$ cat config.mk
export PLATFORM = sky130hd
export DESIGN_NAME = avi_movi_chunk_demux
export DESIGN_NICKNAME = d
export VERILOG_FILES = /design/src/acd_pkg.sv /design/src/acd_front.sv /design/src/acd_queue.sv /design/src/acd_back.sv /design/src/avi_movi_chunk_demux.sv
export VERILOG_INCLUDE_DIRS = /design/src /design/src/src
export SDC_FILE = /design/constraint.sdc
export NUM_CORES = 1
export LEC_CHECK = 0
export ABC_AREA = 0
export BUFFER_PORTS_ARGS = -buffer_cell sky130_fd_sc_hd__buf_4
export CORE_MARGIN = 3
export CORE_UTILIZATION = 56
export DETAILED_ROUTE_END_ITERATION = 16
export HOLD_SLACK_MARGIN = 0.05
export PLACE_DENSITY = 0.83
export SLEW_MARGIN = 40
export SYNTH_ARGS = -nofsm -noshare
export SYNTH_HDL_FRONTEND = slang
export SYNTH_SLANG_ARGS = --single-unit
export TNS_END_PERCENT = 20
$ cat constraint.sdc
create_clock -name clk -period 3.3 [get_ports clk]
set_clock_uncertainty 0.05 [all_clocks]
set_input_delay 0.66 -clock clk [delete_from_list [all_inputs] [get_ports clk]]
set_output_delay 0.66 -clock clk [all_outputs]
set_load 0.005 [all_outputs]
$ cat src/assert_macros.svh
// assertion macros shared by the chunk demux modules
// expects clk and rst_n in the scope of each use
`ifndef ASSERT_MACROS_SVH
`define ASSERT_MACROS_SVH

// property must never hold
`define ACD_ASSERT_NEVER(lbl, cond, msg) \
  lbl: assert property (@(posedge clk) disable iff (!rst_n) !(cond)) else $error(msg);

// same-cycle implication
`define ACD_ASSERT_IMPL(lbl, ante, cons, msg) \
  lbl: assert property (@(posedge clk) disable iff (!rst_n) (ante) |-> (cons)) else $error(msg);

// next-cycle implication
`define ACD_ASSERT_NEXT(lbl, ante, cons, msg) \
  lbl: assert property (@(posedge clk) disable iff (!rst_n) (ante) |=> (cons)) else $error(msg);

`endif

$ cat src/acd_pkg.sv
// types and constants for the avi chunk demux
// no dependencies
`default_nettype none

package acd_pkg;

  // four-character codes, little-endian
  localparam logic [31:0] FCC_LIST     = 32'h5453_494C;
  localparam logic [31:0] FCC_REC      = 32'h2063_6572;
  localparam logic [31:0] FCC_MOVI     = 32'h6976_6F6D;
  localparam logic [15:0] KIND_DB      = 16'h6264;
  localparam logic [15:0] KIND_DC      = 16'h6364;
  localparam logic [15:0] KIND_WB      = 16'h6277;
  localparam logic [31:0] RIFF_HDR_LEN = 32'd12;

  // configuration register indexes
  localparam int CFG_IW = 2;
  localparam logic [CFG_IW-1:0] CFG_TARGET_TYPE = 2'd0;
  localparam logic [CFG_IW-1:0] CFG_VIDEO_EN    = 2'd1;
  localparam logic [CFG_IW-1:0] CFG_AUDIO_EN    = 2'd2;

  // result queue between parser and output stage
  localparam int Q_DEPTH = 4;
  localparam int Q_AW    = (Q_DEPTH > 1) ? $clog2(Q_DEPTH) : 1;
  localparam int Q_CW    = $clog2(Q_DEPTH + 1);

  typedef struct packed {
    logic [7:0] data_byte;
    logic       stream_id;
    logic       chunk_last;
    logic       finished;
  } res_t;

  typedef struct packed {
    logic empty;
    logic full;
  } q_stat_t;

  typedef enum logic [13:0] {
    PH_HDR    = 14'b00_0000_0000_0001,
    PH_S_ID   = 14'b00_0000_0000_0010,
    PH_S_LSZ  = 14'b00_0000_0000_0100,
    PH_S_CSZ  = 14'b00_0000_0000_1000,
    PH_S_TYPE = 14'b00_0000_0001_0000,
    PH_S_SKIP = 14'b00_0000_0010_0000,
    PH_S_PAD  = 14'b00_0000_0100_0000,
    PH_M_ID   = 14'b00_0000_1000_0000,
    PH_M_LSZ  = 14'b00_0001_0000_0000,
    PH_M_LTYP = 14'b00_0010_0000_0000,
    PH_M_SIZE = 14'b00_0100_0000_0000,
    PH_M_DATA = 14'b00_1000_0000_0000,
    PH_M_PAD  = 14'b01_0000_0000_0000,
    PH_DONE   = 14'b10_0000_0000_0000
  } phase_t;

endpackage

`default_nettype wire

$ cat src/acd_front.sv
// byte parser: walks riff chunks, finds the target list, classifies items
// depends on acd_pkg, assert_macros.svh
`default_nettype none
`include "assert_macros.svh"

module acd_front (
  input  wire logic                      clk,
  input  wire logic                      rst_n,
  input  wire logic                      cfg_we,
  input  wire logic [acd_pkg::CFG_IW-1:0] cfg_index,
  input  wire logic [31:0]               cfg_data,
  input  wire logic                      in_valid,
  input  wire logic [7:0]                in_byte,
  output      logic                      in_stall,
  input  wire acd_pkg::q_stat_t          q_stat,
  output      logic                      push,
  output      acd_pkg::res_t             push_res
);
  import acd_pkg::*;

  logic [31:0] target_r;
  logic        video_en_r;
  logic        audio_en_r;

  phase_t      phase_r, phase_nxt;
  logic [1:0]  fbi_r, fbi_nxt;
  logic [31:0] word_r, word_nxt;
  logic [31:0] rem_r, rem_nxt;
  logic        vid_r, vid_nxt;
  logic        pad_r, pad_nxt;

  logic        accept;
  logic [31:0] word_in;
  logic        word_full;
  logic [31:0] rem_dec;
  logic [31:0] skip_len;

  assign in_stall  = q_stat.full;
  assign accept    = in_valid & ~q_stat.full;
  assign word_in   = {in_byte, word_r[31:8]};
  assign word_full = (fbi_r == 2'd3);
  assign rem_dec   = rem_r - 32'd1;
  assign skip_len  = (rem_r >= 32'd4) ? (rem_r - 32'd4) : 32'd0;

  always_ff @(posedge clk) begin
    if (!rst_n) begin
      target_r   <= FCC_MOVI;
      video_en_r <= 1'b1;
      audio_en_r <= 1'b1;
    end else if (cfg_we) begin
      case (cfg_index)
        CFG_TARGET_TYPE: target_r   <= cfg_data;
        CFG_VIDEO_EN:    video_en_r <= cfg_data[0];
        CFG_AUDIO_EN:    audio_en_r <= cfg_data[0];
        default:         ;
      endcase
    end
  end

  always_comb begin
    phase_nxt = phase_r;
    fbi_nxt   = fbi_r;
    word_nxt  = word_r;
    rem_nxt   = rem_r;
    vid_nxt   = vid_r;
    pad_nxt   = pad_r;
    push      = 1'b0;
    push_res  = '0;
    if (accept) begin
      case (phase_r)
        PH_HDR: begin
          if (rem_r <= 32'd1) phase_nxt = PH_S_ID;
          if (rem_r != 32'd0) rem_nxt = rem_dec;
        end
        PH_S_ID: begin
          fbi_nxt  = fbi_r + 2'd1;
          word_nxt = word_in;
          if (word_full) phase_nxt = (word_in == FCC_LIST) ? PH_S_LSZ : PH_S_CSZ;
        end
        PH_S_LSZ: begin
          fbi_nxt  = fbi_r + 2'd1;
          word_nxt = word_in;
          if (word_full) begin
            rem_nxt   = word_in;
            phase_nxt = PH_S_TYPE;
          end
        end
        PH_S_CSZ: begin
          fbi_nxt  = fbi_r + 2'd1;
          word_nxt = word_in;
          if (word_full) begin
            rem_nxt = word_in;
            pad_nxt = word_in[0];
            if (word_in != 32'd0) phase_nxt = PH_S_SKIP;
            else                  phase_nxt = PH_S_ID;
          end
        end
        PH_S_TYPE: begin
          fbi_nxt  = fbi_r + 2'd1;
          word_nxt = word_in;
          if (word_full) begin
            if (word_in == target_r) begin
              phase_nxt = PH_M_ID;
            end else begin
              rem_nxt = skip_len;
              pad_nxt = rem_r[0];
              if (skip_len != 32'd0) phase_nxt = PH_S_SKIP;
              else if (rem_r[0])     phase_nxt = PH_S_PAD;
              else                   phase_nxt = PH_S_ID;
            end
          end
        end
        PH_S_SKIP: begin
          rem_nxt = rem_dec;
          if (rem_dec == 32'd0) phase_nxt = pad_r ? PH_S_PAD : PH_S_ID;
        end
        PH_S_PAD: begin
          pad_nxt   = 1'b0;
          phase_nxt = PH_S_ID;
        end
        PH_M_ID: begin
          fbi_nxt  = fbi_r + 2'd1;
          word_nxt = word_in;
          if (word_full) begin
            if (word_in[31:16] == KIND_DB || word_in[31:16] == KIND_DC) begin
              vid_nxt   = 1'b1;
              phase_nxt = PH_M_SIZE;
            end else if (word_in[31:16] == KIND_WB) begin
              vid_nxt   = 1'b0;
              phase_nxt = PH_M_SIZE;
            end else if (word_in == FCC_LIST) begin
              phase_nxt = PH_M_LSZ;
            end else begin
              phase_nxt         = PH_DONE;
              push              = 1'b1;
              push_res.finished = 1'b1;
            end
          end
        end
        PH_M_LSZ: begin
          fbi_nxt  = fbi_r + 2'd1;
          word_nxt = word_in;
          if (word_full) phase_nxt = PH_M_LTYP;
        end
        PH_M_LTYP: begin
          fbi_nxt  = fbi_r + 2'd1;
          word_nxt = word_in;
          if (word_full) begin
            if (word_in == FCC_REC) begin
              phase_nxt = PH_M_ID;
            end else begin
              phase_nxt         = PH_DONE;
              push              = 1'b1;
              push_res.finished = 1'b1;
            end
          end
        end
        PH_M_SIZE: begin
          fbi_nxt  = fbi_r + 2'd1;
          word_nxt = word_in;
          if (word_full) begin
            rem_nxt = word_in;
            pad_nxt = word_in[0];
            if (word_in == 32'd0) phase_nxt = PH_M_ID;
            else                  phase_nxt = PH_M_DATA;
          end
          // video size bytes go out too
          if (vid_r && video_en_r) begin
            push                = 1'b1;
            push_res.data_byte  = in_byte;
            push_res.chunk_last = word_full && (word_in == 32'd0);
          end
        end
        PH_M_DATA: begin
          rem_nxt = rem_dec;
          if (rem_dec == 32'd0) phase_nxt = pad_r ? PH_M_PAD : PH_M_ID;
          if (vid_r ? video_en_r : audio_en_r) begin
            push                = 1'b1;
            push_res.data_byte  = in_byte;
            push_res.stream_id  = ~vid_r;
            push_res.chunk_last = (rem_dec == 32'd0);
          end
        end
        PH_M_PAD: begin
          pad_nxt   = 1'b0;
          phase_nxt = PH_M_ID;
        end
        default: ;  // stopped: bytes are swallowed
      endcase
    end
  end

  always_ff @(posedge clk) begin
    if (!rst_n) begin
      phase_r <= PH_HDR;
      fbi_r   <= 2'd0;
      word_r  <= 32'd0;
      rem_r   <= RIFF_HDR_LEN;
      vid_r   <= 1'b0;
      pad_r   <= 1'b0;
    end else begin
      phase_r <= phase_nxt;
      fbi_r   <= fbi_nxt;
      word_r  <= word_nxt;
      rem_r   <= rem_nxt;
      vid_r   <= vid_nxt;
      pad_r   <= pad_nxt;
    end
  end

  `ACD_ASSERT_IMPL(a_done_silent, phase_r == PH_DONE, !push, "push after parsing stopped")
  `ACD_ASSERT_NEXT(a_done_sticky, phase_r == PH_DONE, phase_r == PH_DONE, "left stopped phase")

endmodule

`default_nettype wire

$ cat src/acd_queue.sv
// short result queue between parser and output stage
// depends on acd_pkg, assert_macros.svh
`default_nettype none
`include "assert_macros.svh"

module acd_queue (
  input  wire logic          clk,
  input  wire logic          rst_n,
  input  wire logic          push,
  input  wire acd_pkg::res_t push_res,
  input  wire logic          pop,
  output      acd_pkg::res_t head_res,
  output      acd_pkg::q_stat_t q_stat
);
  import acd_pkg::*;

  res_t            mem_r [Q_DEPTH];
  logic [Q_AW-1:0] wr_ptr_r, wr_ptr_nxt;
  logic [Q_AW-1:0] rd_ptr_r, rd_ptr_nxt;
  logic [Q_CW-1:0] count_r, count_nxt;

  assign q_stat.empty = (count_r == Q_CW'(0));
  assign q_stat.full  = (count_r == Q_CW'(Q_DEPTH));
  assign head_res     = mem_r[rd_ptr_r];

  always_comb begin
    wr_ptr_nxt = wr_ptr_r;
    rd_ptr_nxt = rd_ptr_r;
    count_nxt  = count_r;
    if (push)
      wr_ptr_nxt = (wr_ptr_r == Q_AW'(Q_DEPTH - 1)) ? '0 : wr_ptr_r + Q_AW'(1);
    if (pop)
      rd_ptr_nxt = (rd_ptr_r == Q_AW'(Q_DEPTH - 1)) ? '0 : rd_ptr_r + Q_AW'(1);
    if (push && !pop)      count_nxt = count_r + Q_CW'(1);
    else if (!push && pop) count_nxt = count_r - Q_CW'(1);
  end

  always_ff @(posedge clk) begin
    if (push) mem_r[wr_ptr_r] <= push_res;
  end

  always_ff @(posedge clk) begin
    if (!rst_n) begin
      wr_ptr_r <= '0;
      rd_ptr_r <= '0;
      count_r  <= '0;
    end else begin
      wr_ptr_r <= wr_ptr_nxt;
      rd_ptr_r <= rd_ptr_nxt;
      count_r  <= count_nxt;
    end
  end

  `ACD_ASSERT_NEVER(a_q_overflow, push && q_stat.full, "push into full queue")
  `ACD_ASSERT_NEVER(a_q_underflow, pop && q_stat.empty, "pop from empty queue")

endmodule

`default_nettype wire

$ cat src/acd_back.sv
// output stage: registers the queue head and presents it to the sink
// depends on acd_pkg, assert_macros.svh
`default_nettype none
`include "assert_macros.svh"

module acd_back (
  input  wire logic             clk,
  input  wire logic             rst_n,
  input  wire acd_pkg::q_stat_t q_stat,
  input  wire acd_pkg::res_t    head_res,
  output      logic             pop,
  output      logic             out_valid,
  input  wire logic             out_stall,
  output      logic [7:0]       out_data_byte,
  output      logic             out_stream_id,
  output      logic             out_chunk_last,
  output      logic             out_finished
);
  import acd_pkg::*;

  logic out_valid_r, out_valid_nxt;
  res_t res_r;

  // refill whenever the register is empty or being taken
  assign pop = !q_stat.empty && (!out_valid_r || !out_stall);

  always_comb begin
    out_valid_nxt = out_valid_r;
    if (pop)             out_valid_nxt = 1'b1;
    else if (!out_stall) out_valid_nxt = 1'b0;
  end

  always_ff @(posedge clk) begin
    if (pop) res_r <= head_res;
  end

  always_ff @(posedge clk) begin
    if (!rst_n) out_valid_r <= 1'b0;
    else        out_valid_r <= out_valid_nxt;
  end

  assign out_valid      = out_valid_r;
  assign out_data_byte  = res_r.data_byte;
  assign out_stream_id  = res_r.stream_id;
  assign out_chunk_last = res_r.chunk_last;
  assign out_finished   = res_r.finished;

  `ACD_ASSERT_NEXT(a_back_fill, !q_stat.empty && !out_valid_r, out_valid_r, "head not loaded")

endmodule

`default_nettype wire

$ cat src/avi_movi_chunk_demux.sv
// top level of the avi chunk demux: parser, result queue, output stage
// depends on acd_pkg, acd_front, acd_queue, acd_back
//
//  channel  direction  handshake             payload
//  in       sink       in_valid / in_stall   in_byte
//  out      source     out_valid / out_stall out_data_byte, out_stream_id,
//                                            out_chunk_last, out_finished
//  cfg      sink       cfg_we                cfg_index, cfg_data
//
// one byte is accepted every cycle while the 4-entry result queue has room
// out_valid rises once a result moves from the queue to the output register
// in_stall rises only when the queue is full, i.e. the sink has stalled
// synchronous reset restores the config defaults and restarts at the riff header
`default_nettype none

module avi_movi_chunk_demux (
  input  wire logic                       clk,
  input  wire logic                       rst_n,
  input  wire logic                       cfg_we,
  input  wire logic [acd_pkg::CFG_IW-1:0] cfg_index,
  input  wire logic [31:0]                cfg_data,
  input  wire logic                       in_valid,
  output      logic                       in_stall,
  input  wire logic [7:0]                 in_byte,
  output      logic                       out_valid,
  input  wire logic                       out_stall,
  output      logic [7:0]                 out_data_byte,
  output      logic                       out_stream_id,
  output      logic                       out_chunk_last,
  output      logic                       out_finished
);
  import acd_pkg::*;

  q_stat_t q_stat;
  logic    push;
  logic    pop;
  res_t    push_res;
  res_t    head_res;

  acd_front u_front (
    .clk      (clk),
    .rst_n    (rst_n),
    .cfg_we   (cfg_we),
    .cfg_index(cfg_index),
    .cfg_data (cfg_data),
    .in_valid (in_valid),
    .in_byte  (in_byte),
    .in_stall (in_stall),
    .q_stat   (q_stat),
    .push     (push),
    .push_res (push_res)
  );

  acd_queue u_queue (
    .clk     (clk),
    .rst_n   (rst_n),
    .push    (push),
    .push_res(push_res),
    .pop     (pop),
    .head_res(head_res),
    .q_stat  (q_stat)
  );

  acd_back u_back (
    .clk           (clk),
    .rst_n         (rst_n),
    .q_stat        (q_stat),
    .head_res      (head_res),
    .pop           (pop),
    .out_valid     (out_valid),
    .out_stall     (out_stall),
    .out_data_byte (out_data_byte),
    .out_stream_id (out_stream_id),
    .out_chunk_last(out_chunk_last),
    .out_finished  (out_finished)
  );

endmodule

`default_nettype wire
Yosys cells after proc, flatten, opt, wreduce, memory -nomap -nowiden
Memories as Yosys holds them, arrays and structs flattened. A register that Yosys moved wholly into a read port is not among the register bits. Cells that the tools add are included.

Register bits: 124. RAM bits: 44. Output and inout port bits: 13. Logic and storage cells: 167. Memories: 1.

Add/sub/neg operators: 7. Magnitude comparators: 2. Eq/ne operators: 41. Muxes and demuxes: 63. Bitwise operators: 3. Reductions and logical operators: 37.

Memories: u_queue.mem_r (words 4, bits a word 11, rd ports 1, clocked after Yosys merged registers in 1, write ports 1, RTL line acd_queue.sv:17) `res_t mem_r [Q_DEPTH];`.

Operator list (count): two-way mux 14 bit (17); case mux 14 bit (13 select lines) (1); two-way mux 32 bit (5); case mux 32 bit (4 select lines) (1); nonzero test 32 bit (3); logical NOT 32 bit (2); equality test 16 x 15 -> 1 bit (second input constant) (3); equality test 32 x 30 -> 1 bit (second input constant) (1); equality test 32 x 31 -> 1 bit (second input constant) (1); equality test 32 bit (1); greater-or-equal comparator 32 x 3 -> 1 bit (second input constant) (1); less-or-equal comparator 32 x 1 -> 1 bit (second input constant) (1); subtractor 32 x 1 -> 32 bit (second input constant) (1); subtractor 32 x 3 -> 32 bit (second input constant) (1); inequality test 2 x 1 -> 1 bit (second input constant) (15); two-way mux 1 bit (21); case mux 8 bit (2 select lines) (1); equality test 14 x 1 -> 1 bit (second input constant) (1); equality test 14 x 10 -> 1 bit (second input constant) (1); equality test 14 x 11 -> 1 bit (second input constant) (1); equality test 14 x 12 -> 1 bit (second input constant) (1); equality test 14 x 13 -> 1 bit (second input constant) (1); equality test 14 x 2 -> 1 bit (second input constant) (1); equality test 14 x 3 -> 1 bit (second input constant) (1); 45 further kinds (70).

Depth between registers and ports, before layout
Gate-level depths: netlist of the first run.

Word-level depth: 11. Gate-level depth with buffers: 14. Gate-level depth less buffers: 12.

Modules after synthesis
From an unflattened synthesis of the first run, not the netlist that was laid out.

Cell total of the unflattened synthesis: 1208. Area total of the unflattened synthesis: 10460.0 um^2.

Modules (own cells, without submodules): acd_front (times used 1, cells an instance 1092, area each 8042.7 um^2); acd_queue (times used 1, cells an instance 101, area each 2047.0 um^2); acd_back (times used 1, cells an instance 15, area each 370.4 um^2).

Least setup slack after synthesis of the first run
Ideal clock, no wire load.

Kind: register to register. Start point: reg u_front.phase_r[4]. End point: reg u_queue.count_r[2]. Library setup time: 0.070 ns. Arrival: 3.465 ns. Slack: -0.285 ns. Stages on the path, launching flop included: 13. Path buffers: 0. Period minus slack after synthesis: 3.585 ns. Cells stage by stage: dfxtp_1 -> or4_1 -> nor4_2 -> nand3_1 -> and2_1 -> o22a_1 -> a221oi_2 -> ha_1 -> inv_1 -> fa_1 -> xor2_1 -> or3_1 -> a21oi_1.

Longest elaborated chain between the ends: 6. Elaborated cells on any way between the ends: 11. Those cells by class: eq/ne: 4; mux: 3; reduce/logical: 4.

RTL lines: from (decl) (RTL line acd_front.sv:25) `phase_t phase_r, phase_nxt;`; from (signal assigned) (RTL line acd_front.sv:202) `phase_r <= phase_nxt;`; equality test 14 x 12 -> 1 bit, or another cell as far along (RTL line acd_front.sv:70) `case (phase_r)`; case mux 1 bit (4 select lines) * (RTL line acd_front.sv:70); two-way mux 1 bit * (RTL line acd_front.sv:69) `if (accept) begin`; named net push (RTL line avi_movi_chunk_demux.sv:35) `logic push;`; logical NOT 1 bit (RTL line acd_queue.sv:35) `else if (!push && pop) count_nxt = count_r - Q_CW'(1);`; logical AND 1 bit (RTL line acd_queue.sv:35); nonzero test 2 bit (no source line); to (signal assigned) (RTL line acd_queue.sv:50) `count_r <= count_nxt;`; to (decl) (RTL line acd_queue.sv:20) `logic [Q_CW-1:0] count_r, count_nxt;`.

Mark *: on every way through the listed nets, which the timed path passes. The rest lies on a longest branch. A chain may end at the register's enable or synchronous reset.

Final worst setup path of the first run
Same ends and word-level chain as after synthesis.

==> results_tabular.tex, run 1 <==
\begin{tabular}{lr}
\hline
Metric & Value \\
\hline
\multicolumn{2}{l}{\textbf{Timing}} \\
Measured slew at the worst slew-check pin & 734 ps \\
Tightest slew margin relative to the limit & 0.511 \\
Unrepaired setup endpoints after global routing & yes \\
Slew Limit Fails & 0 \\
Final hold violation count & 0 \\
Setup slack after layout & -91.1 ps \\
Number of setup violations in the final report & 5 \\
Final-layout setup total negative slack & -169 ps \\
Clock period minus final worst setup slack & 3390 ps \\
Final period util & 1.03 \\
Maximum achievable frequency & a little under 300 MHz \\
\multicolumn{2}{l}{\textbf{Synthesis}} \\
Count leader, synth & sky130\_fd\_sc\_hd\_\_nand2\_1 \\
Portion of synthesized cell area occupied by the leading cell type & 0.234 \\
Count of flip-flops with a built-in enable after synthesis & 55 \\
Flop and latch count out of synthesis & 171 \\
Predominant post-synthesis flop cell & sky130\_fd\_sc\_hd\_\_dfxtp\_1 \\
Sequential cell area fraction in the yosys report & 0.401 \\
Syn\_nets & 1178 \\
Mean Syn Cell Area & just under 9 um\^{}2 \\
Most numerous cell types in the synthesized netlist & sky130\_fd\_sc\_hd\_\_nand2\_1 (152), sky130\_fd\_sc\_hd\_\_dfxtp\_1 (116), sky130\_fd\_sc\_hd\_\_nor2\_1 (103), sky130\_fd\_sc\_hd\_\_a21oi\_1 (67), sky130\_fd\_sc\_hd\_\_clkbuf\_1 (61) \\
Number of unique standard cell types used by synthesis & 87 \\
Post-synth top area cell & sky130\_fd\_sc\_hd\_\_dfxtp\_1 \\
Async set or reset register ratio after synthesis & 0 \\
Synth Instances & 1117 \\
Post-Syn Area & 0.00991 mm\^{}2 \\
Dominant cells by area after synthesis & sky130\_fd\_sc\_hd\_\_dfxtp\_1 (23\%), sky130\_fd\_sc\_hd\_\_edfxtp\_1 (17\%), sky130\_fd\_sc\_hd\_\_nand2\_1 (5.8\%) \\
Number of warnings printed during yosys synthesis & 0 \\
\multicolumn{2}{l}{\textbf{Detailed routing}} \\
Routed wire length per instance & 22.0 um \\
DRC & 0 \\
Final ANT Viol Nets & 0 \\
Total detailed-routing wirelength & about 33000 um \\
Starting DRC count in detailed routing & 1216 \\
Via density & about 6.7 \\
Drt pass-1 iters & 8 \\
Total number of vias & 9895 \\
\multicolumn{2}{l}{\textbf{Setup path}} \\
CP peak stage delay & 610 ps \\
CP max FO & 3 \\
Type of destination of the critical path & register \\
Crit start category & register \\
Worst Setup Path Type & reg -> reg \\
Cell chain of the critical path & or4\_1 -> nor4\_4 -> nand3\_1 -> and2\_4 -> o22a\_4 -> a221oi\_4 -> ha\_2 -> inv\_2 -> fa\_2 -> xor2\_1 -> or3\_1 -> a21oi\_2 \\
Critical path data required time & between 3000 and 4000 ps \\
CP bufs+invs & 1 \\
Largest delay contributor family on the critical path & simple AND/OR/NAND/NOR gates \\
Arrival time of the worst setup path & between 3000 and 4000 ps \\
Standard cell with the maximum stage delay on the critical path & sky130\_fd\_sc\_hd\_\_or4\_1 \\
\multicolumn{2}{l}{\textbf{CTS}} \\
Htree depth & 4 \\
TritonCTS Sinks & 171 \\
Root buffer selected by CTS & sky130\_fd\_sc\_hd\_\_clkbuf\_16 \\
Number of buffers created by CTS & 17 \\
Clk\_lat worst skew & 440 ps \\
Clock slew at reported path FFs & roughly 70 ps \\
TritonCTS clock tree & yes \\
Maximum root-to-sink buffer count & 2 \\
\multicolumn{2}{l}{\textbf{Floorplan}} \\
Die W & 139 um \\
Core area & 0.0173 mm\^{}2 \\
Die Outline Area & 0.0193 mm\^{}2 \\
I/O pin count & 60 \\
Starting density of the core & 0.573 \\
Die height & 139 um \\
Standard-cell row count & 48 \\
\multicolumn{2}{l}{\textbf{Global routing}} \\
Global-route congestion overflow total & 0 \\
All-layer global routing usage & 0.334 \\
Initial antenna violation count & 0 \\
Wire length of the first global-routing pass & roughly 52000 um \\
Via count of the first global-routing pass & 9530 \\
Pin count of the biggest net entering global routing & 64 \\
\multicolumn{2}{l}{\textbf{Job}} \\
Max capacitance violation total & 0 \\
\multicolumn{2}{l}{\textbf{Outcome}} \\
Status & complete, but fails checks \\
Violated checks & setup timing \\
\multicolumn{2}{l}{\textbf{Placed design}} \\
Hpwl dp & 23400 um \\
Worst Setup Slack post-DPL & -206 ps \\
RD Place Congestion & 1.00 \\
Number of I/O port buffers & 59 \\
Cell count after placement & 1449 \\
\multicolumn{2}{l}{\textbf{Power}} \\
Power density normalized to cell area & 541 mW/mm\^{}2 \\
Total design power & around 6.5 mW \\
Lkg Pwr & 5.01 nW \\
Worst voltage drop across the vdd grid & 0.000447 V \\
\multicolumn{2}{l}{\textbf{Min path}} \\
Path category of the worst min-delay check & in -> reg \\
\multicolumn{2}{l}{\textbf{Cells and area}} \\
Area Overhead vs Synth & 21.6\% \\
Nets & around 1.3k \\
Count of inserted antenna diode cells & 0 \\
Non-filler instance count after layout & 1485 \\
Core Util, Final & 0.696 \\
Share of post-route cells with drive strength above 1 & 0.237 \\
\hline
\end{tabular}
==> through the flow <==
stage                     instance area, um^2  hold WS (ps)
after floorplan                          9940           396
after global placement                  11300           403
after detailed placement                11300           412
after CTS                               12000           370
after global routing                    12000           380
final                                   12000           376
==> final timing paths <==
| check | slack (ps) | cells past startpoint | startpoint | to |
|---|---|---|---|---|
| setup / recovery | -90 | 12 | u_front.phase_r[4] | u_queue.count_r[2] |
| hold / removal | 380 | 3 | cfg_data[2] | u_front.target_r[2] |
| setup reg to reg | -90 | 12 | u_front.phase_r[4] | u_queue.count_r[2] |
| hold reg to reg | 420 | 2 | u_front.target_r[7] | u_front.target_r[7] |
==> sequential cells by signal (all words and copies together), names as in the netlist, 2 cells and up <==
name / count
u_front.target_r: 32
u_queue.mem_r: 44
u_queue.wr_ptr_r: 2
u_front.fbi_r: 2
u_queue.count_r: 3
u_front.phase_r: 14
u_back.out_data_byte: 8
u_front.rem_r: 32
u_queue.rd_ptr_r: 2
u_front.word_r: 24
==> area by class of cell <==
class                      instances  area (um^2)
multi-input combinational        846         5650
fill                            1247         5260
sequential                       171         3980
timing repair buffer             193         1460
clock buffer                      19          454
tap                              225          282
clock inverter                    13          149
inverter                          18         67.6
==> cells by family (layout without fill, tap and decap cells) <==
kind of cell               Yosys count  in the layout  share of synthesized area
muxes                               44             44                     0.0585
and+or+nand+nor                    514            514                      0.280
AOI/OAI and AO/OA                  205            205                      0.140
adders and majority gates           14             14                     0.0184
xor gates and xnor gates            69             69                     0.0610
buffers and inverters              100            243                     0.0410
DFF                                171            171                      0.401
==> routing by layer <==
| layer | routed length (um) | GRT usage | vias to the layer above |
|---|---|---|---|
| met5 | 0 | 0 | - |
| met4 | 1830 | 0.168 | 0 |
| met1 | 12600 | 0.434 | 4648 |
| met2 | 15200 | 0.536 | 703 |
| met3 | 3200 | 0.0648 | 165 |
| li1 | - | - | 4379 |
==> timing repair <==
action	in CTS	in global routing
gates resized for setup	9	16
hold buffers	0	0
buffers inserted	2	2
endpoints found under the setup margin	45	80
endpoints found under the hold margin	0	0
pin swaps	6	7
==> where the power goes <==
group | switching, mW | internal, mW | leakage [nW]
sequential | 0.182 | 2.37 | 1.42
clock | 0.972 | 1.06 | 0.295
combinational | 1.05 | 0.888 | 3.29
total | 2.20 | 4.31 | 5.01
==> tightest hold or removal path: cells and delay by family <==
family                 cells  cell delay (ps)
AND/OR/NAND/NOR            2              100
buffers and inverters      1               70
==> cell usage in the layout, fill, tap and decap left out, types with 6 or more instances in the layout <==
| cell type | netlist | routed |
|---|---|---|
| sky130_fd_sc_hd__nand2_1 | 152 | 152 |
| sky130_fd_sc_hd__o21ai_0 | 26 | 25 |
| sky130_fd_sc_hd__o31ai_1 | 10 | 10 |
| sky130_fd_sc_hd__and3_1 | 7 | 7 |
| sky130_fd_sc_hd__nor4_1 | 35 | 31 |
| sky130_fd_sc_hd__mux2i_1 | 32 | 32 |
| sky130_fd_sc_hd__nor2_1 | 103 | 102 |
| sky130_fd_sc_hd__dfxtp_1 | 116 | 112 |
| sky130_fd_sc_hd__nand4_1 | 27 | 27 |
| sky130_fd_sc_hd__or2_2 | 7 | 7 |
| sky130_fd_sc_hd__clkbuf_16 | 0 | 18 |
| sky130_fd_sc_hd__or3_1 | 14 | 14 |
| sky130_fd_sc_hd__nor4_4 | 6 | 9 |
| sky130_fd_sc_hd__mux4_2 | 11 | 11 |
| sky130_fd_sc_hd__a21oi_1 | 67 | 66 |
| sky130_fd_sc_hd__buf_4 | 2 | 191 |
| sky130_fd_sc_hd__o22ai_1 | 14 | 14 |
| sky130_fd_sc_hd__a211oi_1 | 7 | 7 |
| sky130_fd_sc_hd__or4_1 | 12 | 11 |
| sky130_fd_sc_hd__nor4_2 | 5 | 6 |
| sky130_fd_sc_hd__nor3_1 | 30 | 28 |
| sky130_fd_sc_hd__xnor2_1 | 21 | 21 |
| sky130_fd_sc_hd__nand3_1 | 41 | 41 |
| sky130_fd_sc_hd__inv_1 | 17 | 16 |
| sky130_fd_sc_hd__and2_1 | 17 | 11 |
| sky130_fd_sc_hd__nand4b_1 | 9 | 9 |
| sky130_fd_sc_hd__edfxtp_1 | 55 | 55 |
| sky130_fd_sc_hd__ha_1 | 13 | 11 |
| sky130_fd_sc_hd__o32ai_1 | 14 | 14 |
| sky130_fd_sc_hd__xor2_1 | 48 | 48 |
| sky130_fd_sc_hd__nor3b_1 | 7 | 6 |
(Power assumes the default switching activity.)
==> inputs of run 2 (changes only) <==
- CORE_MARGIN: 3 -> default
==> results_tabular.tex, run 2 (synthesized netlist as in run 1, its figures left out) <==
\begin{tabular}{lr}
\hline
Metric & Value \\
\hline
\multicolumn{2}{l}{\textbf{Timing}} \\
Unrepaired setup endpoints after global routing & yes \\
Final hold violation count & 0 (unchanged) \\
Tightest slew margin relative to the limit & 0.507 (-0.00333) \\
Maximum achievable frequency & 279 MHz (-5.5\%) \\
Slew Limit Fails & 0 (unchanged) \\
Setup slack after layout & -288 ps (-196 ps) \\
Final period util & 1.09 (+0.0595) \\
Minimum hold slack & 360 ps (-16.3 ps) \\
Number of setup violations in the final report & 1 (-4) \\
Measured slew at the worst slew-check pin & 739 ps (+4.99 ps) \\
Final-layout setup total negative slack & -288 ps (-119 ps) \\
Clock period minus final worst setup slack & 3590 ps (+196 ps) \\
\multicolumn{2}{l}{\textbf{Floorplan}} \\
Die height & 135 um (-2.9\%) \\
Starting density of the core & 0.573 (unchanged) \\
Core area & 0.0173 mm\^{}2 (unchanged) \\
I/O pin count & 60 (unchanged) \\
Die W & 135 um (-2.9\%) \\
Die Outline Area & 0.0182 mm\^{}2 (-5.7\%) \\
Standard-cell row count & 48 (unchanged) \\
\multicolumn{2}{l}{\textbf{Cells and area}} \\
Nets & 1304 (-0.31\%) \\
Commonest non-fill, non-tap cell in the layout & sky130\_fd\_sc\_hd\_\_buf\_4 \\
Non-filler instance count after layout & 1481 (-0.27\%) \\
Largest register by flop count & u\_queue.mem\_r \\
Share of post-route cells with drive strength above 1 & 0.237 (+0.000753) \\
Commonest cells after routing, fill and taps aside & sky130\_fd\_sc\_hd\_\_buf\_4 (184), sky130\_fd\_sc\_hd\_\_nand2\_1 (152), sky130\_fd\_sc\_hd\_\_dfxtp\_1 (111) \\
Area Overhead vs Synth & 21.9\% \\
Largest registers ranked by flip-flop count & u\_queue.mem\_r: 44 flops, u\_front.rem\_r: 32 flops, u\_front.target\_r: 32 flops \\
Cell area after layout & 0.0121 mm\^{}2 (+0.31\%) \\
Count of inserted antenna diode cells & 0 (unchanged) \\
Flip-flop count of the largest register, all copies and words added & 44 (unchanged) \\
Core Util, Final & 0.698 (+0.00217) \\
\multicolumn{2}{l}{\textbf{Placed design}} \\
Number of I/O port buffers & 59 (unchanged) \\
Hpwl dp & 23500 um (+0.55\%) \\
Total placed instance area & 0.0113 mm\^{}2 (+0.24\%) \\
RD Place Congestion & 0.985 (-1.8\%) \\
Worst Setup Slack post-DPL & -347 ps (-141 ps) \\
Cell count after placement & 1448 (-0.069\%) \\
\multicolumn{2}{l}{\textbf{Global routing}} \\
Initial antenna violation count & 0 (unchanged) \\
Global-route congestion overflow total & 0 (unchanged) \\
Wire length of the first global-routing pass & 52400 um (+0.59\%) \\
Met1 capacity usage during global routing & 0.466 (+0.0319) \\
All-layer global routing usage & 0.378 (+0.0437) \\
Met3 Resource Use GR & 0.0860 (+0.0211) \\
Pin count of the biggest net entering global routing & 64 (unchanged) \\
Global Route met2 Usage & 0.606 (+0.0701) \\
Via count of the first global-routing pass & 9661 (+1.4\%) \\
Global route hottest layer & met2 \\
\multicolumn{2}{l}{\textbf{Detailed routing}} \\
Via density & 6.68 (+0.27\%) \\
DRC & 0 (unchanged) \\
Routed wire length per instance & 22.5 um (+2.1\%) \\
Total detailed-routing wirelength & 33400 um (+1.9\%) \\
Starting DRC count in detailed routing & 1190 (-2.1\%) \\
Drt pass-1 iters & 9 (+1) \\
Final ANT Viol Nets & 0 (unchanged) \\
Total number of vias & 9895 (unchanged) \\
\multicolumn{2}{l}{\textbf{Min path}} \\
Path category of the worst min-delay check & in -> reg \\
\multicolumn{2}{l}{\textbf{Outcome}} \\
Violated checks & setup timing \\
Status & complete, but fails checks \\
\multicolumn{2}{l}{\textbf{CTS}} \\
Htree depth & 4 (unchanged) \\
Root buffer selected by CTS & sky130\_fd\_sc\_hd\_\_clkbuf\_16 \\
Clk\_lat worst skew & 450 ps (about the same) \\
Maximum root-to-sink buffer count & 2 (unchanged) \\
Clock slew at reported path FFs & 80 ps (about the same) \\
Number of buffers created by CTS & 17 (unchanged) \\
TritonCTS clock tree & yes \\
TritonCTS Sinks & 171 (unchanged) \\
\multicolumn{2}{l}{\textbf{Power}} \\
Lkg Pwr & 5.01 nW (about the same) \\
Power density normalized to cell area & 547 mW/mm\^{}2 (+1.2\%) \\
Worst voltage drop across the vdd grid & 0.000622 V (+39\%) \\
Total design power & 6.61 mW (+1.5\%) \\
\multicolumn{2}{l}{\textbf{Job}} \\
Max capacitance violation total & 0 (unchanged) \\
\multicolumn{2}{l}{\textbf{Setup path}} \\
Standard cell with the maximum stage delay on the critical path & sky130\_fd\_sc\_hd\_\_or4\_4 \\
Worst Setup Path Type & reg -> reg \\
Arrival time of the worst setup path & 3910 ps (+200 ps) \\
CP max FO & 3 (unchanged) \\
Critical path data required time & 3620 ps (about the same) \\
CP peak stage delay & 580 ps (-30 ps) \\
Cell chain of the critical path & or4\_4 -> nor4\_4 -> nand4b\_1 -> nor3\_2 -> o21ai\_2 -> buf\_6 -> a221oi\_4 -> ha\_2 -> inv\_2 -> fa\_2 -> xor2\_1 -> or3\_1 -> a21oi\_2 \\
Type of destination of the critical path & register \\
Crit start category & register \\
\hline
\end{tabular}
run 2: per-layer routing:
| layer | routed length (um) | vias up |
|---|---|---|
| met5 | 0 | - |
| met4 | 2050 | 0 |
| met3 | 3150 | 178 |
| met2 | 15400 | 679 |
| met1 | 12700 | 4658 |
| li1 | - | 4380 |
run 2: worst paths after layout:
check	startpoint	to	slack, ps	depth (start not counted)
min reg2reg	u_front.target_r[15]	u_front.target_r[15]	420	2
max	u_front.phase_r[12]	u_queue.count_r[2]	-290	13
min	cfg_data[24]	u_front.target_r[24]	360	3
max reg2reg	u_front.phase_r[12]	u_queue.count_r[2]	-290	13
run 2: final cells by class:
| cell class | instances | area, um^2 |
|---|---|---|
| clock inverters | 15 | 185 |
| flip-flops and latches | 171 | 3980 |
| clock buffers | 17 | 425 |
| multi-input cells | 846 | 5670 |
| repair buffers | 189 | 1460 |
| fillers | 1271 | 5220 |
| well taps | 225 | 282 |
| inverters | 18 | 68.8 |
run 2: worst max-delay path: cells and delay by family (launching register included):
kind,cells,cell delay (ps)
buf+inv,2,200
simple gates,5,1630
xor+xnor,1,150
compound gates,3,570
flops,1,320
fa+ha+maj,2,600
run 2: timing repair:
item	4_1_cts	5_1_grt
gates resized for setup	8	21
setup buffers	0	1
setup endpoints to repair	46	74
pin swaps	3	1
hold buffers	0	0
gates cloned	0	0
run 2: power breakdown:
part / internal, mW / total [mW] / switching (mW) / leakage (nW)
clock network: 1.06 / 2.07 / 1.01 / 0.303
registers: 2.37 / 2.55 / 0.184 / 1.42
logic: 0.922 / 1.99 / 1.07 / 3.29
total: 4.35 / 6.61 / 2.26 / 5.01
==> inputs of run 3 (changes only) <==
- ABC_AREA: 0 -> 1
==> results_tabular.tex, run 3 <==
\begin{tabular}{lr}
\hline
Metric & Value \\
\hline
\multicolumn{2}{l}{\textbf{Cells and area}} \\
Area Overhead vs Synth & 12.9\% \\
Largest register by flop count & u\_queue.mem\_r \\
Core Util, Final & 0.646 (-0.0523) \\
Share of post-route cells with drive strength above 1 & 0.123 (-0.115) \\
Count of inserted antenna diode cells & 0 (unchanged) \\
Largest registers ranked by flip-flop count & u\_queue.mem\_r: 44 flops, u\_front.rem\_r: 32 flops, u\_front.target\_r: 32 flops \\
Commonest cells after routing, fill and taps aside & sky130\_fd\_sc\_hd\_\_nand2\_1 (336), sky130\_fd\_sc\_hd\_\_nor2\_1 (176), sky130\_fd\_sc\_hd\_\_inv\_1 (157) \\
Non-filler instance count after layout & 1770 (+20\%) \\
Cell area after layout & 0.0116 mm\^{}2 (-3.9\%) \\
Fill cell instance count of the final layout & 1601 (+26\%) \\
Nets & 1589 (+22\%) \\
Commonest non-fill, non-tap cell in the layout & sky130\_fd\_sc\_hd\_\_nand2\_1 \\
Flip-flop count of the largest register, all copies and words added & 44 (unchanged) \\
\multicolumn{2}{l}{\textbf{Synthesis}} \\
Share of the synthesized netlist area taken by xor and xnor gates & 0.0307 (-0.0303) \\
Share of synthesized cell area in and, or, nand and nor gates & 0.331 (+0.0517) \\
Predominant post-synthesis flop cell & sky130\_fd\_sc\_hd\_\_dfxtp\_1 \\
Most numerous cell types in the synthesized netlist & sky130\_fd\_sc\_hd\_\_nand2\_1 (337), sky130\_fd\_sc\_hd\_\_nor2\_1 (185), sky130\_fd\_sc\_hd\_\_inv\_1 (158), sky130\_fd\_sc\_hd\_\_dfxtp\_1 (116), sky130\_fd\_sc\_hd\_\_o21ai\_0 (107) \\
Post-synth top area cell & sky130\_fd\_sc\_hd\_\_dfxtp\_1 \\
Post-Syn Area & 0.0103 mm\^{}2 (+3.8\%) \\
Number of warnings printed during yosys synthesis & 0 (unchanged) \\
Async set or reset register ratio after synthesis & 0 (unchanged) \\
Dominant cells by area after synthesis & sky130\_fd\_sc\_hd\_\_dfxtp\_1 (23\%), sky130\_fd\_sc\_hd\_\_edfxtp\_1 (16\%), sky130\_fd\_sc\_hd\_\_nand2\_1 (12\%) \\
Synth Area in Compound Gates & 0.149 (+0.00899) \\
Flop and latch count out of synthesis & 171 (unchanged) \\
Synth Instances & 1476 (+32\%) \\
Syn\_nets & 1537 (+30\%) \\
Post-synthesis share of cell area spent on full adders, half adders and majority gates & 0.0178 (-0.000673) \\
Sequential cell area fraction in the yosys report & 0.387 (-0.0146) \\
Share of cell area taken by muxes after synthesis & 0 (-0.0585) \\
Number of unique standard cell types used by synthesis & 39 (-55\%) \\
Mean Syn Cell Area & 6.97 um\^{}2 (-21\%) \\
Portion of synthesized cell area occupied by the leading cell type & 0.226 (-0.00856) \\
Count of flip-flops with a built-in enable after synthesis & 55 (unchanged) \\
Count leader, synth & sky130\_fd\_sc\_hd\_\_nand2\_1 \\
Dominant combinational cell family by area after synthesis & simple AND/OR/NAND/NOR gates \\
\multicolumn{2}{l}{\textbf{Global routing}} \\
Met3 Resource Use GR & 0.0511 (-0.0348) \\
Wire length of the first global-routing pass & 49500 um (-5.6\%) \\
All-layer global routing usage & 0.343 (-0.0347) \\
Global route hottest layer & met2 \\
Pin count of the biggest net entering global routing & 58 (-9.4\%) \\
Initial antenna violation count & 0 (unchanged) \\
Global Route met2 Usage & 0.525 (-0.0817) \\
Via count of the first global-routing pass & 9432 (-2.4\%) \\
Global-route congestion overflow total & 0 (unchanged) \\
Met1 capacity usage during global routing & 0.474 (+0.00810) \\
\multicolumn{2}{l}{\textbf{Setup path}} \\
Arrival time of the worst setup path & 3410 ps (-500 ps) \\
Worst Setup Path Type & reg -> reg \\
CP bufs+invs & 1 (-1) \\
CP peak stage delay & 360 ps (-220 ps) \\
CP max FO & 37 (+34) \\
Cell chain of the critical path & inv\_2 -> ha\_1 -> nand2\_2 -> nor2\_4 -> nand2\_4 -> nor2\_8 -> nand2\_4 -> nand2\_1 -> nand2\_1 -> nor2\_1 -> nand2\_1 -> nor2\_2 -> nand3\_1 -> o21ai\_1 -> nor2\_1 -> nor2\_1 \\
Critical path data required time & 3620 ps (about the same) \\
Crit start category & register \\
Standard cell with the maximum stage delay on the critical path & sky130\_fd\_sc\_hd\_\_dfxtp\_1 \\
Type of destination of the critical path & register \\
Largest delay contributor family on the critical path & simple AND/OR/NAND/NOR gates \\
Crit path depth & 16 (+3) \\
Number of cells on the worst reg-to-reg path & 16 (+3) \\
\multicolumn{2}{l}{\textbf{CTS}} \\
Root buffer selected by CTS & sky130\_fd\_sc\_hd\_\_clkbuf\_16 \\
TritonCTS clock tree & yes \\
Maximum root-to-sink buffer count & 2 (unchanged) \\
TritonCTS Sinks & 171 (unchanged) \\
Htree depth & 4 (unchanged) \\
Number of buffers created by CTS & 17 (unchanged) \\
Clk\_lat worst skew & 440 ps (about the same) \\
Clock slew at reported path FFs & 80 ps (about the same) \\
\multicolumn{2}{l}{\textbf{Detailed routing}} \\
DRC & 0 (unchanged) \\
Starting DRC count in detailed routing & 1164 (-2.2\%) \\
Total detailed-routing wirelength & 32100 um (-3.9\%) \\
Routed wire length per instance & 18.1 um (-20\%) \\
Total number of vias & 10.5k (+6.3\%) \\
Final ANT Viol Nets & 0 (unchanged) \\
Via density & 5.94 (-11\%) \\
Drt pass-1 iters & 5 (-4) \\
\multicolumn{2}{l}{\textbf{Timing}} \\
Clock period minus final worst setup slack & 3090 ps (-494 ps) \\
Final-layout setup total negative slack & 0 ps (+288 ps) \\
Slew Limit Fails & 0 (unchanged) \\
Final hold violation count & 0 (unchanged) \\
Final period util & 0.937 (-0.150) \\
Minimum hold slack & 359 ps (-0.803 ps) \\
Measured slew at the worst slew-check pin & 758 ps (+19.0 ps) \\
Tightest slew margin relative to the limit & 0.492 (-0.0158) \\
Maximum achievable frequency & 323 MHz (+16\%) \\
Unrepaired setup endpoints after global routing & no \\
Number of setup violations in the final report & 0 (-1) \\
\multicolumn{2}{l}{\textbf{Power}} \\
P\_int & 4.63 mW (+6.4\%) \\
Switching fraction of total power & 0.449 (+0.107) \\
Logic gate share of total power & 0.425 (+0.124) \\
Worst voltage drop across the vdd grid & 0.000742 V (+19\%) \\
Reg power frac & 0.333 (-0.053) \\
Power density normalized to cell area & 724 mW/mm\^{}2 (+32\%) \\
Clock network power share & 0.243 (-0.070) \\
Lkg Pwr & 4.86 nW (-2.9\%) \\
Switching power & 3.78 mW (+67\%) \\
\multicolumn{2}{l}{\textbf{Floorplan}} \\
Die Outline Area & 0.0189 mm\^{}2 (+3.7\%) \\
Starting density of the core & 0.572 (about the same) \\
Core area & 0.0180 mm\^{}2 (+3.9\%) \\
Die W & 137 um (+1.8\%) \\
I/O pin count & 60 (unchanged) \\
Standard-cell row count & 49 (+2.1\%) \\
Die height & 137 um (+1.8\%) \\
\multicolumn{2}{l}{\textbf{Min path}} \\
Cell depth of the worst min-delay path & 3 (unchanged) \\
Path category of the worst min-delay check & in -> reg \\
\multicolumn{2}{l}{\textbf{Placed design}} \\
Cell count after placement & 1738 (+20\%) \\
Total placed instance area & 0.0110 mm\^{}2 (-3.2\%) \\
RD Place Congestion & 1.00 (+1.7\%) \\
Number of I/O port buffers & 59 (unchanged) \\
Hpwl dp & 23600 um (+0.29\%) \\
\multicolumn{2}{l}{\textbf{Job}} \\
Max capacitance violation total & 0 (unchanged) \\
\multicolumn{2}{l}{\textbf{Outcome}} \\
Status & complete, no violations \\
\hline
\end{tabular}
-- run 3: cell types whose count changed in the layout (fill, tap and decap cells not counted), sizes merged, moves of 32 or more --
cell,before,now
nand2,152,357
inv,25,178
nor2,103,214
buf,189,80
o21ai,30,133
nand3,41,106
xor2,48,14
mux2i,32,0
-- run 3: what timing repair did --
item / 4_1_cts / 5_1_grt
resized for setup: 0 / 10
hold buffers: 0 / 0
setup endpoints to repair: 0 / 2
endpoints found under the hold margin: 0 / 0
buffers inserted: 0 / 0
-- run 3: cell type report --
| type | instances | area [um^2] | area share |
|---|---|---|---|
| multi-input combinational | 1085 | 5480 | 0.472 |
| sequential | 171 | 3970 | 0.342 |
| inverter | 173 | 652 | 0.0562 |
| timing repair buffer | 80 | 613 | 0.0528 |
| clock buffer | 17 | 425 | 0.0367 |
| tap | 229 | 287 | 0.0247 |
| clock inverter | 15 | 173 | 0.0149 |
-- run 3: worst paths after layout --
path | to | slack [ps] | start
setup / recovery | u_front.phase_r[1] | 210 | u_front.rem_r[2]
hold / removal | u_front.target_r[2] | 360 | cfg_data[2]
setup reg to reg | u_front.phase_r[1] | 210 | u_front.rem_r[2]
hold reg to reg | u_front.target_r[7] | 420 | u_front.target_r[7]
-- run 3: per-layer routing --
metal | part of all wire | vias to the layer above | routed length (um)
li1 | - | 5029 | -
met1 | 0.43 | 4855 | 13800
met2 | 0.45 | 550 | 14400
met3 | 0.082 | 81 | 2620
met4 | 0.039 | 0 | 1260
met5 | 0 | - | 0
-- run 3: metrics by stage --
| step | setup WS (ps) | power [mW] |
|---|---|---|
| 3_5_place_dp | 58.0 | 6.27 |
| 5_1_grt | 1.91 | 8.90 |
| 4_1_cts | 98.9 | 8.30 |
| 2_1_floorplan | 466 | 5.27 |
| 3_3_place_gp | 254 | 6.18 |
| 6_report | 207 | 8.41 |
-- run 3: kinds of logic after synthesis --
group / Yosys count
buffers and inverters: 220
AO/OA/AOI/OAI: 276
XOR/XNOR: 36
flip-flops: 171
adder cells (fa/ha/maj): 14
AND/OR/NAND/NOR: 759
-- run 3: tightest hold or removal path: cells and delay by family --
family        cells  cell delay (ps)
simple gates      2               90
buf+inv           1               70
-- run 3: power by group through the flow --
stage               Sequential [mW]  Clock, mW  Combinational, mW
floorplan                      2.74          0               2.53
global placement               2.82          0               3.36
detailed placement             2.83          0               3.44
CTS                            2.78       2.05               3.47
global route                   2.83       2.12               3.95
finish                         2.80       2.04               3.57
